==> config.mk <==
export PLATFORM = sky130hd
export DESIGN_NAME = assembly_line_lexer_core
export DESIGN_NICKNAME = d
export VERILOG_FILES = /design/src/rtl/lxr_pkg.sv /design/src/rtl/assembly_line_lexer_core.sv /design/src/rtl/lxr_front.sv /design/src/rtl/lxr_fifo.sv /design/src/rtl/lxr_back.sv
export SDC_FILE = /design/constraint.sdc
export NUM_CORES = 1
export LEC_CHECK = 0
export BUFFER_PORTS_ARGS = -buffer_cell sky130_fd_sc_hd__buf_2
export CORE_MARGIN = 2
export CORE_UTILIZATION = 35
export DETAILED_ROUTE_END_ITERATION = 8
export GPL_TIMING_DRIVEN = 0
export PLACE_DENSITY = 0.59
export SYNTH_ARGS = -nofsm -noshare
export SYNTH_HDL_FRONTEND = slang
export SYNTH_SLANG_ARGS = --single-unit
==> constraint.sdc <==
create_clock -name clk -period 9.1 [get_ports clk]
set_input_delay 1.365 -clock clk [delete_from_list [all_inputs] [get_ports clk]]
set_output_delay 1.365 -clock clk [all_outputs]
set_load 0.05 [all_outputs]
==> src/rtl/lxr_pkg.sv <==
`timescale 1ns / 1ps
package lxr_pkg;

  // Token kinds
  localparam logic [2:0] KIND_END      = 3'd0;
  localparam logic [2:0] KIND_COMMENT  = 3'd1;
  localparam logic [2:0] KIND_LABEL    = 3'd2;
  localparam logic [2:0] KIND_SYMBOL   = 3'd3;
  localparam logic [2:0] KIND_REGISTER = 3'd4;
  localparam logic [2:0] KIND_IO       = 3'd5;
  localparam logic [2:0] KIND_NUMBER   = 3'd6;
  localparam logic [2:0] KIND_INVALID  = 3'd7;

  // Most tokens one character can produce
  localparam int SLOTS = 3;

  typedef struct packed {
    logic [7:0] char_byte;
    logic       final_char;
  } char_item_t;

  typedef struct packed {
    logic [2:0]  token_kind;
    logic [15:0] token_start;
    logic [15:0] token_length;
    logic [2:0]  name_index;
    logic        line_ok;
    logic        last_token;
  } token_t;

  // Tokens caused by one character, slot 0 oldest
  typedef struct packed {
    token_t [SLOTS-1:0] tok;
    logic [1:0]         count;
  } bundle_t;

endpackage

==> src/rtl/assembly_line_lexer_core.sv <==
`timescale 1ns / 1ps
// Channel  | Handshake        | Payload                 | Beat taken when
// ---------+------------------+-------------------------+-----------------
// input    | push / full      | item  (char_item_t)     | push && !full
// result   | pop / empty      | token (token_t)         | pop && !empty
//
// One character per cycle while full is low; the scanner state updates in the
// accepting cycle. A character yields zero to three tokens, queued as one
// bundle; the first shows on token once it heads the queue, then one token
// per cycle while popped. full rises only when the four-bundle queue is full;
// result stalls never reach the scanner otherwise. Reset (rst, synchronous)
// empties the queue and puts the scanner at position zero, between tokens.
module assembly_line_lexer_core #(
  parameter int POSITION_BITS = 16
) (
  input  logic                clk,
  input  logic                rst,
  input  logic                push,
  output logic                full,
  input  lxr_pkg::char_item_t item,
  output logic                empty,
  input  logic                pop,
  output lxr_pkg::token_t     token
);
  import lxr_pkg::*;

  logic    accept;
  logic    enq;
  logic    deq;
  logic    q_empty;
  bundle_t bundle;
  bundle_t head;

  assign accept = push && !full;

  // Front: scans characters and classifies tokens
  lxr_front #(
    .POSITION_BITS(POSITION_BITS)
  ) u_front (
    .clk   (clk),
    .rst   (rst),
    .accept(accept),
    .item  (item),
    .enq   (enq),
    .bundle(bundle)
  );

  // Decoupling queue of token bundles
  lxr_fifo u_fifo (
    .clk  (clk),
    .rst  (rst),
    .enq  (enq),
    .wdata(bundle),
    .deq  (deq),
    .head (head),
    .empty(q_empty),
    .full (full)
  );

  // Back: hands out tokens of the head bundle one beat at a time
  lxr_back u_back (
    .clk    (clk),
    .rst    (rst),
    .head   (head),
    .q_empty(q_empty),
    .pop    (pop),
    .deq    (deq),
    .empty  (empty),
    .token  (token)
  );

endmodule

==> src/rtl/lxr_front.sv <==
`timescale 1ns / 1ps
module lxr_front #(
  parameter int POSITION_BITS = 16
) (
  input  logic                clk,
  input  logic                rst,
  input  logic                accept,
  input  lxr_pkg::char_item_t item,
  output logic                enq,
  output lxr_pkg::bundle_t    bundle
);
  import lxr_pkg::*;

  localparam logic [2:0] MODE_IDLE    = 3'd0;
  localparam logic [2:0] MODE_COMMENT = 3'd1;
  localparam logic [2:0] MODE_LABEL   = 3'd2;
  localparam logic [2:0] MODE_SYMBOL  = 3'd3;
  localparam logic [2:0] MODE_NUMBER  = 3'd4;

  localparam int PW = (POSITION_BITS > 16) ? POSITION_BITS : 16;
  localparam logic [POSITION_BITS-1:0] POS_MAX = '1;

  localparam logic [7:0] CH_HASH  = 8'h23;
  localparam logic [7:0] CH_DOT   = 8'h2E;
  localparam logic [7:0] CH_NL    = 8'h0A;
  localparam logic [7:0] CH_SPACE = 8'h20;

  logic [2:0]               mode;
  logic [POSITION_BITS-1:0] position;
  logic [15:0]              cur_start;
  logic [15:0]              cur_length;
  logic [7:0]               c0, c1;
  logic                     seen_invalid;

  logic [2:0]               mode_next;
  logic [POSITION_BITS-1:0] position_next;
  logic [15:0]              cur_start_next;
  logic [15:0]              cur_length_next;
  logic [7:0]               c0_next, c1_next;
  logic                     seen_invalid_next;
  bundle_t                  bnd;

  function automatic logic [15:0] sat16(input logic [POSITION_BITS-1:0] v);
    logic [PW-1:0] w;
    w = PW'(v);
    return (w > PW'(16'hFFFF)) ? 16'hFFFF : w[15:0];
  endfunction

  function automatic logic is_digit(input logic [7:0] c);
    return (c >= 8'h30) && (c <= 8'h39);
  endfunction

  function automatic logic is_alpha(input logic [7:0] c);
    return ((c >= 8'h41) && (c <= 8'h5A)) || ((c >= 8'h61) && (c <= 8'h7A));
  endfunction

  function automatic logic is_space(input logic [7:0] c);
    return (c == CH_SPACE) || ((c >= 8'h09) && (c <= 8'h0D));
  endfunction

  function automatic logic [15:0] grow(input logic [15:0] len);
    return (len == 16'hFFFF) ? len : len + 16'd1;
  endfunction

  // Token for the open label, symbol or number
  function automatic token_t close_tok(input logic [2:0] m, input logic has_next,
                                       input logic [7:0] c, input logic [15:0] st,
                                       input logic [15:0] len, input logic [7:0] a,
                                       input logic [7:0] b);
    token_t t;
    t = '0;
    t.token_start  = st;
    t.token_length = len;
    t.token_kind   = KIND_INVALID;
    if (m == MODE_LABEL) begin
      t.token_kind = (has_next && c == CH_SPACE) ? KIND_INVALID : KIND_LABEL;
    end else if (m == MODE_NUMBER) begin
      t.token_kind = (has_next && c != CH_SPACE) ? KIND_INVALID : KIND_NUMBER;
    end else begin
      t.token_kind = KIND_SYMBOL;
      if (len == 16'd2) begin
        t.token_kind = KIND_REGISTER;
        unique case ({a, b})
          "M0":    t.name_index = 3'd0;
          "M1":    t.name_index = 3'd1;
          "PC":    t.name_index = 3'd2;
          "RX":    t.name_index = 3'd3;
          "N1":    t.name_index = 3'd4;
          "N2":    t.name_index = 3'd5;
          "N3":    t.name_index = 3'd6;
          default: t.token_kind = KIND_SYMBOL;
        endcase
      end else if (len == 16'd1 && a >= 8'h41 && a <= 8'h46) begin
        t.token_kind = KIND_IO;
        t.name_index = 3'(a - 8'h41);
      end
    end
    return t;
  endfunction

  always_comb begin
    logic [7:0] c;
    logic       open_tok;
    token_t     t;
    c                 = item.char_byte;
    mode_next         = mode;
    cur_start_next    = cur_start;
    cur_length_next   = cur_length;
    c0_next           = c0;
    c1_next           = c1;
    seen_invalid_next = seen_invalid;
    bnd               = '0;
    t                 = '0;
    open_tok          = 1'b0;

    if (mode == MODE_COMMENT) begin
      if (c == CH_NL) mode_next = MODE_IDLE;
    end else begin
      if (mode == MODE_LABEL || mode == MODE_SYMBOL) begin
        if (is_digit(c) || is_alpha(c)) begin
          if (mode == MODE_SYMBOL && cur_length == 16'd1) c1_next = c;
          cur_length_next = grow(cur_length);
        end else begin
          open_tok = 1'b1;
        end
      end else if (mode == MODE_NUMBER) begin
        if (is_digit(c)) cur_length_next = grow(cur_length);
        else open_tok = 1'b1;
      end
      if (open_tok) begin
        t = close_tok(mode, 1'b1, c, cur_start, cur_length, c0, c1);
        if (t.token_kind == KIND_INVALID) seen_invalid_next = 1'b1;
        bnd.tok[bnd.count] = t;
        bnd.count          = bnd.count + 2'd1;
        mode_next          = MODE_IDLE;
      end
      if (mode_next == MODE_IDLE && !is_space(c)) begin
        cur_start_next = sat16(position);
        if (c == CH_HASH) begin
          t              = '0;
          t.token_kind   = KIND_COMMENT;
          t.token_start  = sat16(position);
          t.token_length = 16'd1;
          bnd.tok[bnd.count] = t;
          bnd.count          = bnd.count + 2'd1;
          mode_next          = MODE_COMMENT;
        end else if (c == CH_DOT) begin
          mode_next       = MODE_LABEL;
          cur_length_next = 16'd0;
        end else if (is_alpha(c)) begin
          mode_next       = MODE_SYMBOL;
          cur_length_next = 16'd1;
          c0_next         = c;
          c1_next         = 8'd0;
        end else if (is_digit(c)) begin
          mode_next       = MODE_NUMBER;
          cur_length_next = 16'd1;
        end else begin
          t              = '0;
          t.token_kind   = KIND_INVALID;
          t.token_start  = sat16(position);
          t.token_length = 16'd1;
          bnd.tok[bnd.count] = t;
          bnd.count          = bnd.count + 2'd1;
          seen_invalid_next  = 1'b1;
        end
      end
    end

    position_next = (position == POS_MAX) ? position : position + 1'b1;

    if (item.final_char) begin
      if (mode_next == MODE_LABEL || mode_next == MODE_SYMBOL ||
          mode_next == MODE_NUMBER) begin
        t = close_tok(mode_next, 1'b0, c, cur_start_next, cur_length_next,
                      c0_next, c1_next);
        if (t.token_kind == KIND_INVALID) seen_invalid_next = 1'b1;
        bnd.tok[bnd.count] = t;
        bnd.count          = bnd.count + 2'd1;
      end
      t             = '0;
      t.token_kind  = KIND_END;
      t.token_start = sat16(position_next);
      t.line_ok     = !seen_invalid_next;
      t.last_token  = 1'b1;
      bnd.tok[bnd.count] = t;
      bnd.count          = bnd.count + 2'd1;
      // line done: back to reset state
      mode_next         = MODE_IDLE;
      position_next     = '0;
      cur_start_next    = '0;
      cur_length_next   = '0;
      c0_next           = '0;
      c1_next           = '0;
      seen_invalid_next = 1'b0;
    end
  end

  assign bundle = bnd;
  assign enq    = accept && (bnd.count != 2'd0);

  always_ff @(posedge clk) begin
    if (rst) begin
      mode         <= MODE_IDLE;
      position     <= '0;
      cur_start    <= '0;
      cur_length   <= '0;
      c0           <= '0;
      c1           <= '0;
      seen_invalid <= 1'b0;
    end else if (accept) begin
      mode         <= mode_next;
      position     <= position_next;
      cur_start    <= cur_start_next;
      cur_length   <= cur_length_next;
      c0           <= c0_next;
      c1           <= c1_next;
      seen_invalid <= seen_invalid_next;
    end
  end

endmodule

==> src/rtl/lxr_fifo.sv <==
`timescale 1ns / 1ps
module lxr_fifo (
  input  logic             clk,
  input  logic             rst,
  input  logic             enq,
  input  lxr_pkg::bundle_t wdata,
  input  logic             deq,
  output lxr_pkg::bundle_t head,
  output logic             empty,
  output logic             full
);
  import lxr_pkg::*;

  localparam int DEPTH = 4;
  localparam int AW    = $clog2(DEPTH);

  bundle_t       mem [DEPTH];
  logic [AW-1:0] wr_ptr, rd_ptr;
  logic [AW:0]   fill;

  assign empty = (fill == '0);
  assign full  = (fill == (AW+1)'(DEPTH));
  assign head  = mem[rd_ptr];

  always_ff @(posedge clk) begin
    if (enq) mem[wr_ptr] <= wdata;
  end

  always_ff @(posedge clk) begin
    if (rst) begin
      wr_ptr <= '0;
      rd_ptr <= '0;
      fill   <= '0;
    end else begin
      if (enq) wr_ptr <= wr_ptr + 1'b1;
      if (deq) rd_ptr <= rd_ptr + 1'b1;
      if (enq && !deq) fill <= fill + 1'b1;
      else if (deq && !enq) fill <= fill - 1'b1;
    end
  end

endmodule

==> src/rtl/lxr_back.sv <==
`timescale 1ns / 1ps
module lxr_back (
  input  logic             clk,
  input  logic             rst,
  input  lxr_pkg::bundle_t head,
  input  logic             q_empty,
  input  logic             pop,
  output logic             deq,
  output logic             empty,
  output lxr_pkg::token_t  token
);
  import lxr_pkg::*;

  logic [1:0] slot;
  logic       beat;

  assign empty = q_empty;
  assign token = head.tok[slot];
  assign beat  = pop && !q_empty;
  // last slot of the head bundle retires it
  assign deq   = beat && (slot == head.count - 2'd1);

  always_ff @(posedge clk) begin
    if (rst) begin
      slot <= '0;
    end else if (deq) begin
      slot <= '0;
    end else if (beat) begin
      slot <= slot + 2'd1;
    end
  end

endmodule

; After elaboration in Yosys (flattened, before gate mapping)
; Memory sizes are Yosys's and may differ from the RTL's. A register that Yosys moved wholly into a read port is not among the register bits.
; Cells that the tools add are included.
[word_totals]
ff_bits = 77
ram_bits = 488
elab_cells = 238
n_memories = 1
[op_classes]
n_addsub = 13
n_lt_le_gt_ge = 21
eq_ne = 36
muxes = 118
n_reduce_logical = 38
[memory_table]
columns = memory, depth, width, rd, rd_ports_with_merged_regs, write_ports, line_no
row1 = u_fifo.mem, 4, 122, 1, 1, 1, lxr_fifo.sv:17  ; bundle_t mem [DEPTH];
[ops]
columns = operator, n
row1 = 2-to-1 mux 122 bit, 9
row2 = bitwise mux 120 bit, 4
row3 = 2-to-1 mux 16 bit, 19
row4 = demux 40 bit (select 2 bit), 3
row5 = "equality test 16 x 15 -> 1 bit, second input constant", 14
row6 = 2-to-1 mux 40 bit, 4
row7 = 2-to-1 mux 8 bit, 15
row8 = 2-to-1 mux 3 bit, 37
row9 = 2-to-1 mux 42 bit, 2
row10 = binary-select mux 40 bit (select 2 bit), 1
row11 = one-hot mux 3 bit (6 select lines), 2
row12 = "adder 16 x 1 -> 16 bit, second input constant", 2
row13 = "equality test 16 x 1 -> 1 bit, second input constant", 2
row14 = "equality test 16 bit, second input constant", 2
row15 = "equality test 16 x 2 -> 1 bit, second input constant", 2
row16 = ">= comparator 8 x 7 -> 1 bit, second input constant", 4
row17 = "> comparator 16 bit, second input constant", 2
row18 = "<= comparator 8 x 7 -> 1 bit, second input constant", 4
row19 = "equality test 8 x 6 -> 1 bit, second input constant", 3
row20 = 2-to-1 mux 1 bit, 20
row21 = logical AND 1 bit, 19
row22 = "equality test 3 bit, second input constant", 5
row23 = OR reduction 7 bit, 2
row24 = "adder 2 x 1 -> 2 bit, second input constant", 6
row25 = other kinds (20), 43

; Longest topological paths before layout
[depth]
depth_word = 41
ltp_mapped = 19
depth_no_buf = 18

; By module
; From an unflattened synthesis, not the netlist that was laid out.
[hier_totals]
hier_cells = 1862
area_unflattened_um2 = 25966.2
[modules_own_cells]
columns = mod, n_inst, cells_per_inst, area_per_inst_um2, seq_area_each_um2
row1 = lxr_fifo, 1, 682, 18068.6, 14834.2
row2 = lxr_front, 1, 1025, 6907.9, 1361.3
row3 = lxr_back, 1, 154, 975.9, 40.0
row4 = assembly_line_lexer_core, 1, 1, 13.8, 0.0

; Least setup slack after synthesis
; No wires, ideal clock.
[synth_timing]
kind = input -> register
startpoint = input port item[1] (netlist name)
endpoint = memory u_fifo.mem[0][0] (netlist name), enable pin
arrival_ns = 7.130
t_required_ns = 8.604
setup_slack_ns = 1.474
stages = 13
path_buffers = 0
cell_sequence = or4_4 -> o221ai_4 -> a31oi_1 -> nor2_2 -> nand4_1 -> a21bo_2 -> inv_1 -> ha_1 -> a21oi_1 -> ha_1 -> mux2i_1 -> o21a_2 -> and2_1
[synth_lines]
columns = element, line_no
row1 = start: declaration, assembly_line_lexer_core.sv:20  ; input lxr_pkg::char_item_t item,
row2 = end: declaration, lxr_fifo.sv:17

==> summary by stage <==
Min path
Along the worst hold path, the cell count comes to 2. The path type of the worst min-delay path is flip-flop to flip-flop. In this run the most critical hold path is launched from u_fifo.fill[2]. The worst hold path terminates at u_fifo.fill[2].

Yosys
The net count after synthesis is 1887. Synthesis handed over a netlist of 1855 instances. For this run, the register share of the synthesized area comes to 0.631. The number of storage elements in the synthesis netlist is 567. The most frequently used flop master after synthesis is sky130_fd_sc_hd__edfxtp_1. In the synthesized netlist the async set-or-reset flop fraction comes to 0. In this run, synthesis inferred 488 flip-flops with an integrated enable. In this run the cell area of the synthesized design comes to 25700 sq um. The number of warnings issued by yosys is 0.

The synthesized area divided by synthesized cell count is 13.9 sq um. The unique cell type count in the Yosys netlist is 88.

Final layout
The cell area after layout is 29300 sq um. The proportion of layout cells with a drive suffix above 1 is 0.164. The number of nets in the final layout is 2009.

The count of placed standard cells in the final layout, fillers left out is 2985. In the layout the commonest cells are sky130_fd_sc_hd__edfxtp_1, sky130_fd_sc_hd__nor2_1, sky130_fd_sc_hd__nand2_1. Compared with the post-synthesis result, the final layout area differs by 14.1%. The final core area utilization is 0.403. The library cell used most frequently in the layout, excluding fill and tap cells, is sky130_fd_sc_hd__edfxtp_1.

GRT
The first global-routing pass estimated 109000 um of wire. The number of global-route vias before repair is 16.9k. The initial antenna violation count came to 0. For this run, the total global-route usage over all layers was measured as 0.196. The leftover overflow at the end of global routing is 0. The largest net degree at the start of global routing is 55.

Power
For this design the total switching power over the nets is 0.00253 W. Summed over all cells, the static leakage comes to 9.06 nW. The post-layout total power is 0.00763 W. The maximum vdd ir drop is 0.243 mV.

The share of power burned in the clock network is 0.312. The internal portion of the total power is 0.00511 W. In this run the power density over the cells is 260 nW/um^2.

The share of power burned in registers is 0.419. The share of total power dissipated in combinational logic is 0.269. Of the total power, the share spent switching nets is 0.331.

Routing
The detailed-route DRC error count is 0. The first routing iteration left 1543 violations. The wire length per cell after detailed routing is 24.8 um. The residual antenna-violating net count after detailed routing is 0. Summed over all layers, the routed wires come to 74000 um. Across all layers, the routed design uses 16.8k vias.

The number of vias per cell is 5.62. The first detailed-routing pass ran for 5 iterations.

STA
Setup violations remaining at the end of the flow were counted as 0. The count of pins over their slew limit is 0. The part of the cycle the worst path needs is 0.713. Static timing analysis puts the maximum clock frequency at 154 MHz.

The clock arrives with 0.0335 ns of skew. The headroom to the max-slew limit is 0.0471. The final count of hold timing violations is 0. Counting I/O delays and the setup requirement, the final critical path takes 6.49 ns. The minimum setup slack in the final design is 2.61 ns.

The slew at the pin closest to its max-slew limit is 1.43 ns. Setup repair after global routing left no endpoint under its margin.

Critical path
The endpoint identified for the worst register-to-register timing path is u_fifo.mem[3][114]. The critical path required time is 9.39 ns. The top fanout value on the critical path is 10. In this run the critical register-to-register path is launched from u_front.mode[2]. The category of the most critical setup path is input pin to flip-flop. The register-to-register path setup slack is 3.71 ns. The category of the worst setup path capture point is a flip-flop.

The startpoint of the worst setup timing path is item[2]. For the worst flop-to-flop path, the logic depth is 16. The worst endpoint data arrival time is 6.78 ns.

The critical path launch point type is an input pin.

Floorplan
The floorplan step set the die width to 275 um. The area of the die is 75700 sq um. The die outline height is 275 um. The floorplan step defined a core boundary enclosing 72800 sq um. For this configuration, the core starts out at a cell density of 0.353. The number of top-level pins is 55.

The floorplan has 99 rows.

Clock tree
The number of setup buffers added after CTS is 0. The cell at the root of the clock tree is sky130_fd_sc_hd__clkbuf_16. The number of hold buffers added after CTS was 0. The later pin in the worst-skew pair is clocked with a latency of 0.65 ns.

The number of gates resized after CTS is 0. Clock-pin slew was measured on the worst setup and hold paths at 0.06 ns. The buffer depth of the longest clock path is 3. The number of CTS-inserted buffers is 58. The CTS sink count is 567. TritonCTS built the clock tree. In this run the number of H-tree levels came out at 2.

Placed design
The cell area after placement is 27400 sq um. The number of placed instances, taps included is 2876. The count of buffers added on input and output ports is 54. Summed over all nets, the half-perimeter wirelength after detailed placement is 50800 um. Routability-driven placement finished with a final weighted congestion of 0.948.

The setup slack at placement is 2.16 ns.

Run
Max-cap violations in this run came to 0.

Status
The flow ran to the end, and the final reports show no timing, DRC or antenna violations.
==> per-layer routing <==
layer / wire, um / part of all wire / vias to the layer above / global-route usage
met3: 4890 / 0.066 / 156 / 0.0345
met4: 2930 / 0.040 / 0 / 0.0764
met1: 30500 / 0.41 / 8562 / 0.257
met2: 35600 / 0.48 / 618 / 0.323
li1: - / - / 7432 / -
met5: 0 / 0 / - / 0
==> per-stage QoR <==
step / setup TNS, ns / hold slack, ns
after global routing: 0 / 0.556
final: 0 / 0.521
after CTS: 0 / 0.517
after global placement: -981.19 / 0.480
after floorplan: 0 / 0.467
after detailed placement: 0 / 0.506
==> critical path, stage by stage <==
cell and delay (ns):
sky130_fd_sc_hd__buf_2 0.14, sky130_fd_sc_hd__o21ai_0 0.74, sky130_fd_sc_hd__nand2_1 0.16, sky130_fd_sc_hd__clkbuf_1 0.32, sky130_fd_sc_hd__a31oi_1 0.52, sky130_fd_sc_hd__nor2_2 0.22
sky130_fd_sc_hd__nand4_1 0.20, sky130_fd_sc_hd__a21bo_2 0.28, sky130_fd_sc_hd__inv_1 0.09, sky130_fd_sc_hd__ha_1 0.22, sky130_fd_sc_hd__a21oi_1 0.25, sky130_fd_sc_hd__inv_1 0.08
sky130_fd_sc_hd__ha_1 0.21, sky130_fd_sc_hd__nand4b_1 0.22, sky130_fd_sc_hd__clkbuf_1 0.38, sky130_fd_sc_hd__clkbuf_1 0.50, sky130_fd_sc_hd__o21ai_0 0.86
==> cell families after synthesis <==
group / Yosys count / share of synthesized area
compound gates: 347 / 0.0914
fa+ha+maj: 19 / 0.00953
xor+xnor: 33 / 0.0112
simple gates: 542 / 0.0998
mux: 189 / 0.133
flops: 567 / 0.631
buf+inv: 158 / 0.0241
==> power by group through the flow <==
stage	clock, W	sequential, W	combinational, W
2_1_floorplan	0	0.00326	0.00143
3_3_place_gp	0	0.00331	0.00202
3_5_place_dp	0	0.00326	0.00208
4_1_cts	0.00242	0.00320	0.00209
5_1_grt	0.00252	0.00322	0.00219
6_report	0.00238	0.00320	0.00205
==> registers in the layout, indices dropped and copies added (netlist names), 2 cells and up, named ones only <==
| signal | count |
|---|---|
| u_back.slot | 2 |
| u_front.mode | 3 |
| u_fifo.mem | 488 |
| u_fifo.wr_ptr | 2 |
| u_front.position | 16 |
| u_front.c1 | 8 |
| u_front.c0 | 8 |
| u_front.cur_start | 16 |
| u_fifo.fill | 3 |
| u_front.cur_length | 16 |
| u_fifo.rd_ptr | 2 |
==> synthesized netlist by cell type, types with 13 or more instances <==
cell                       number  area share
sky130_fd_sc_hd__mux2i_1       64       0.025
sky130_fd_sc_hd__a221oi_1      26      0.0089
sky130_fd_sc_hd__dfxtp_1       79       0.061
sky130_fd_sc_hd__inv_1         22      0.0032
sky130_fd_sc_hd__a22oi_1       56       0.016
sky130_fd_sc_hd__nand3_1       24      0.0047
sky130_fd_sc_hd__nand4_1       15      0.0036
sky130_fd_sc_hd__a21oi_1       57       0.011
sky130_fd_sc_hd__nand2_1      133       0.019
sky130_fd_sc_hd__o21ai_0      110       0.021
sky130_fd_sc_hd__edfxtp_1     488        0.57
sky130_fd_sc_hd__and2_1        23      0.0056
sky130_fd_sc_hd__nor3_1        32      0.0062
sky130_fd_sc_hd__clkbuf_1     107       0.016
sky130_fd_sc_hd__mux4_2       122        0.11
sky130_fd_sc_hd__nor2_1       219       0.032
sky130_fd_sc_hd__or2_2         13      0.0032
sky130_fd_sc_hd__xor2_1        14      0.0048
sky130_fd_sc_hd__ha_1          18      0.0088
sky130_fd_sc_hd__xnor2_1       19      0.0065
sky130_fd_sc_hd__buf_1         18      0.0026
==> worst max path at each step <==
stage | end | slack, ns | depth (start not counted)
detailed placement | u_fifo.mem[0][114] | 2.16 | 17
global route | u_fifo.mem[1][114] | 2.45 | 17
global placement | u_fifo.mem[3][54] | -2.07 | 15
floorplan | u_fifo.mem[0][0] | 1.47 | 13
finish | u_fifo.mem[3][114] | 2.61 | 17
CTS | u_fifo.mem[1][114] | 2.79 | 17
==> layout make-up <==
cell class | instances | area [sq um]
fillers | 6764 | 43500
diodes | 1 | 2.50
well taps | 959 | 1200
clock inverters | 33 | 348
multi-input cells | 1130 | 8890
plain buffers | 136 | 537
clock buffers | 75 | 1570
flip-flops and latches | 567 | 16200
inverters | 22 | 82.6
repair buffers | 62 | 490
Note: power is estimated with default switching activity, not from simulation.
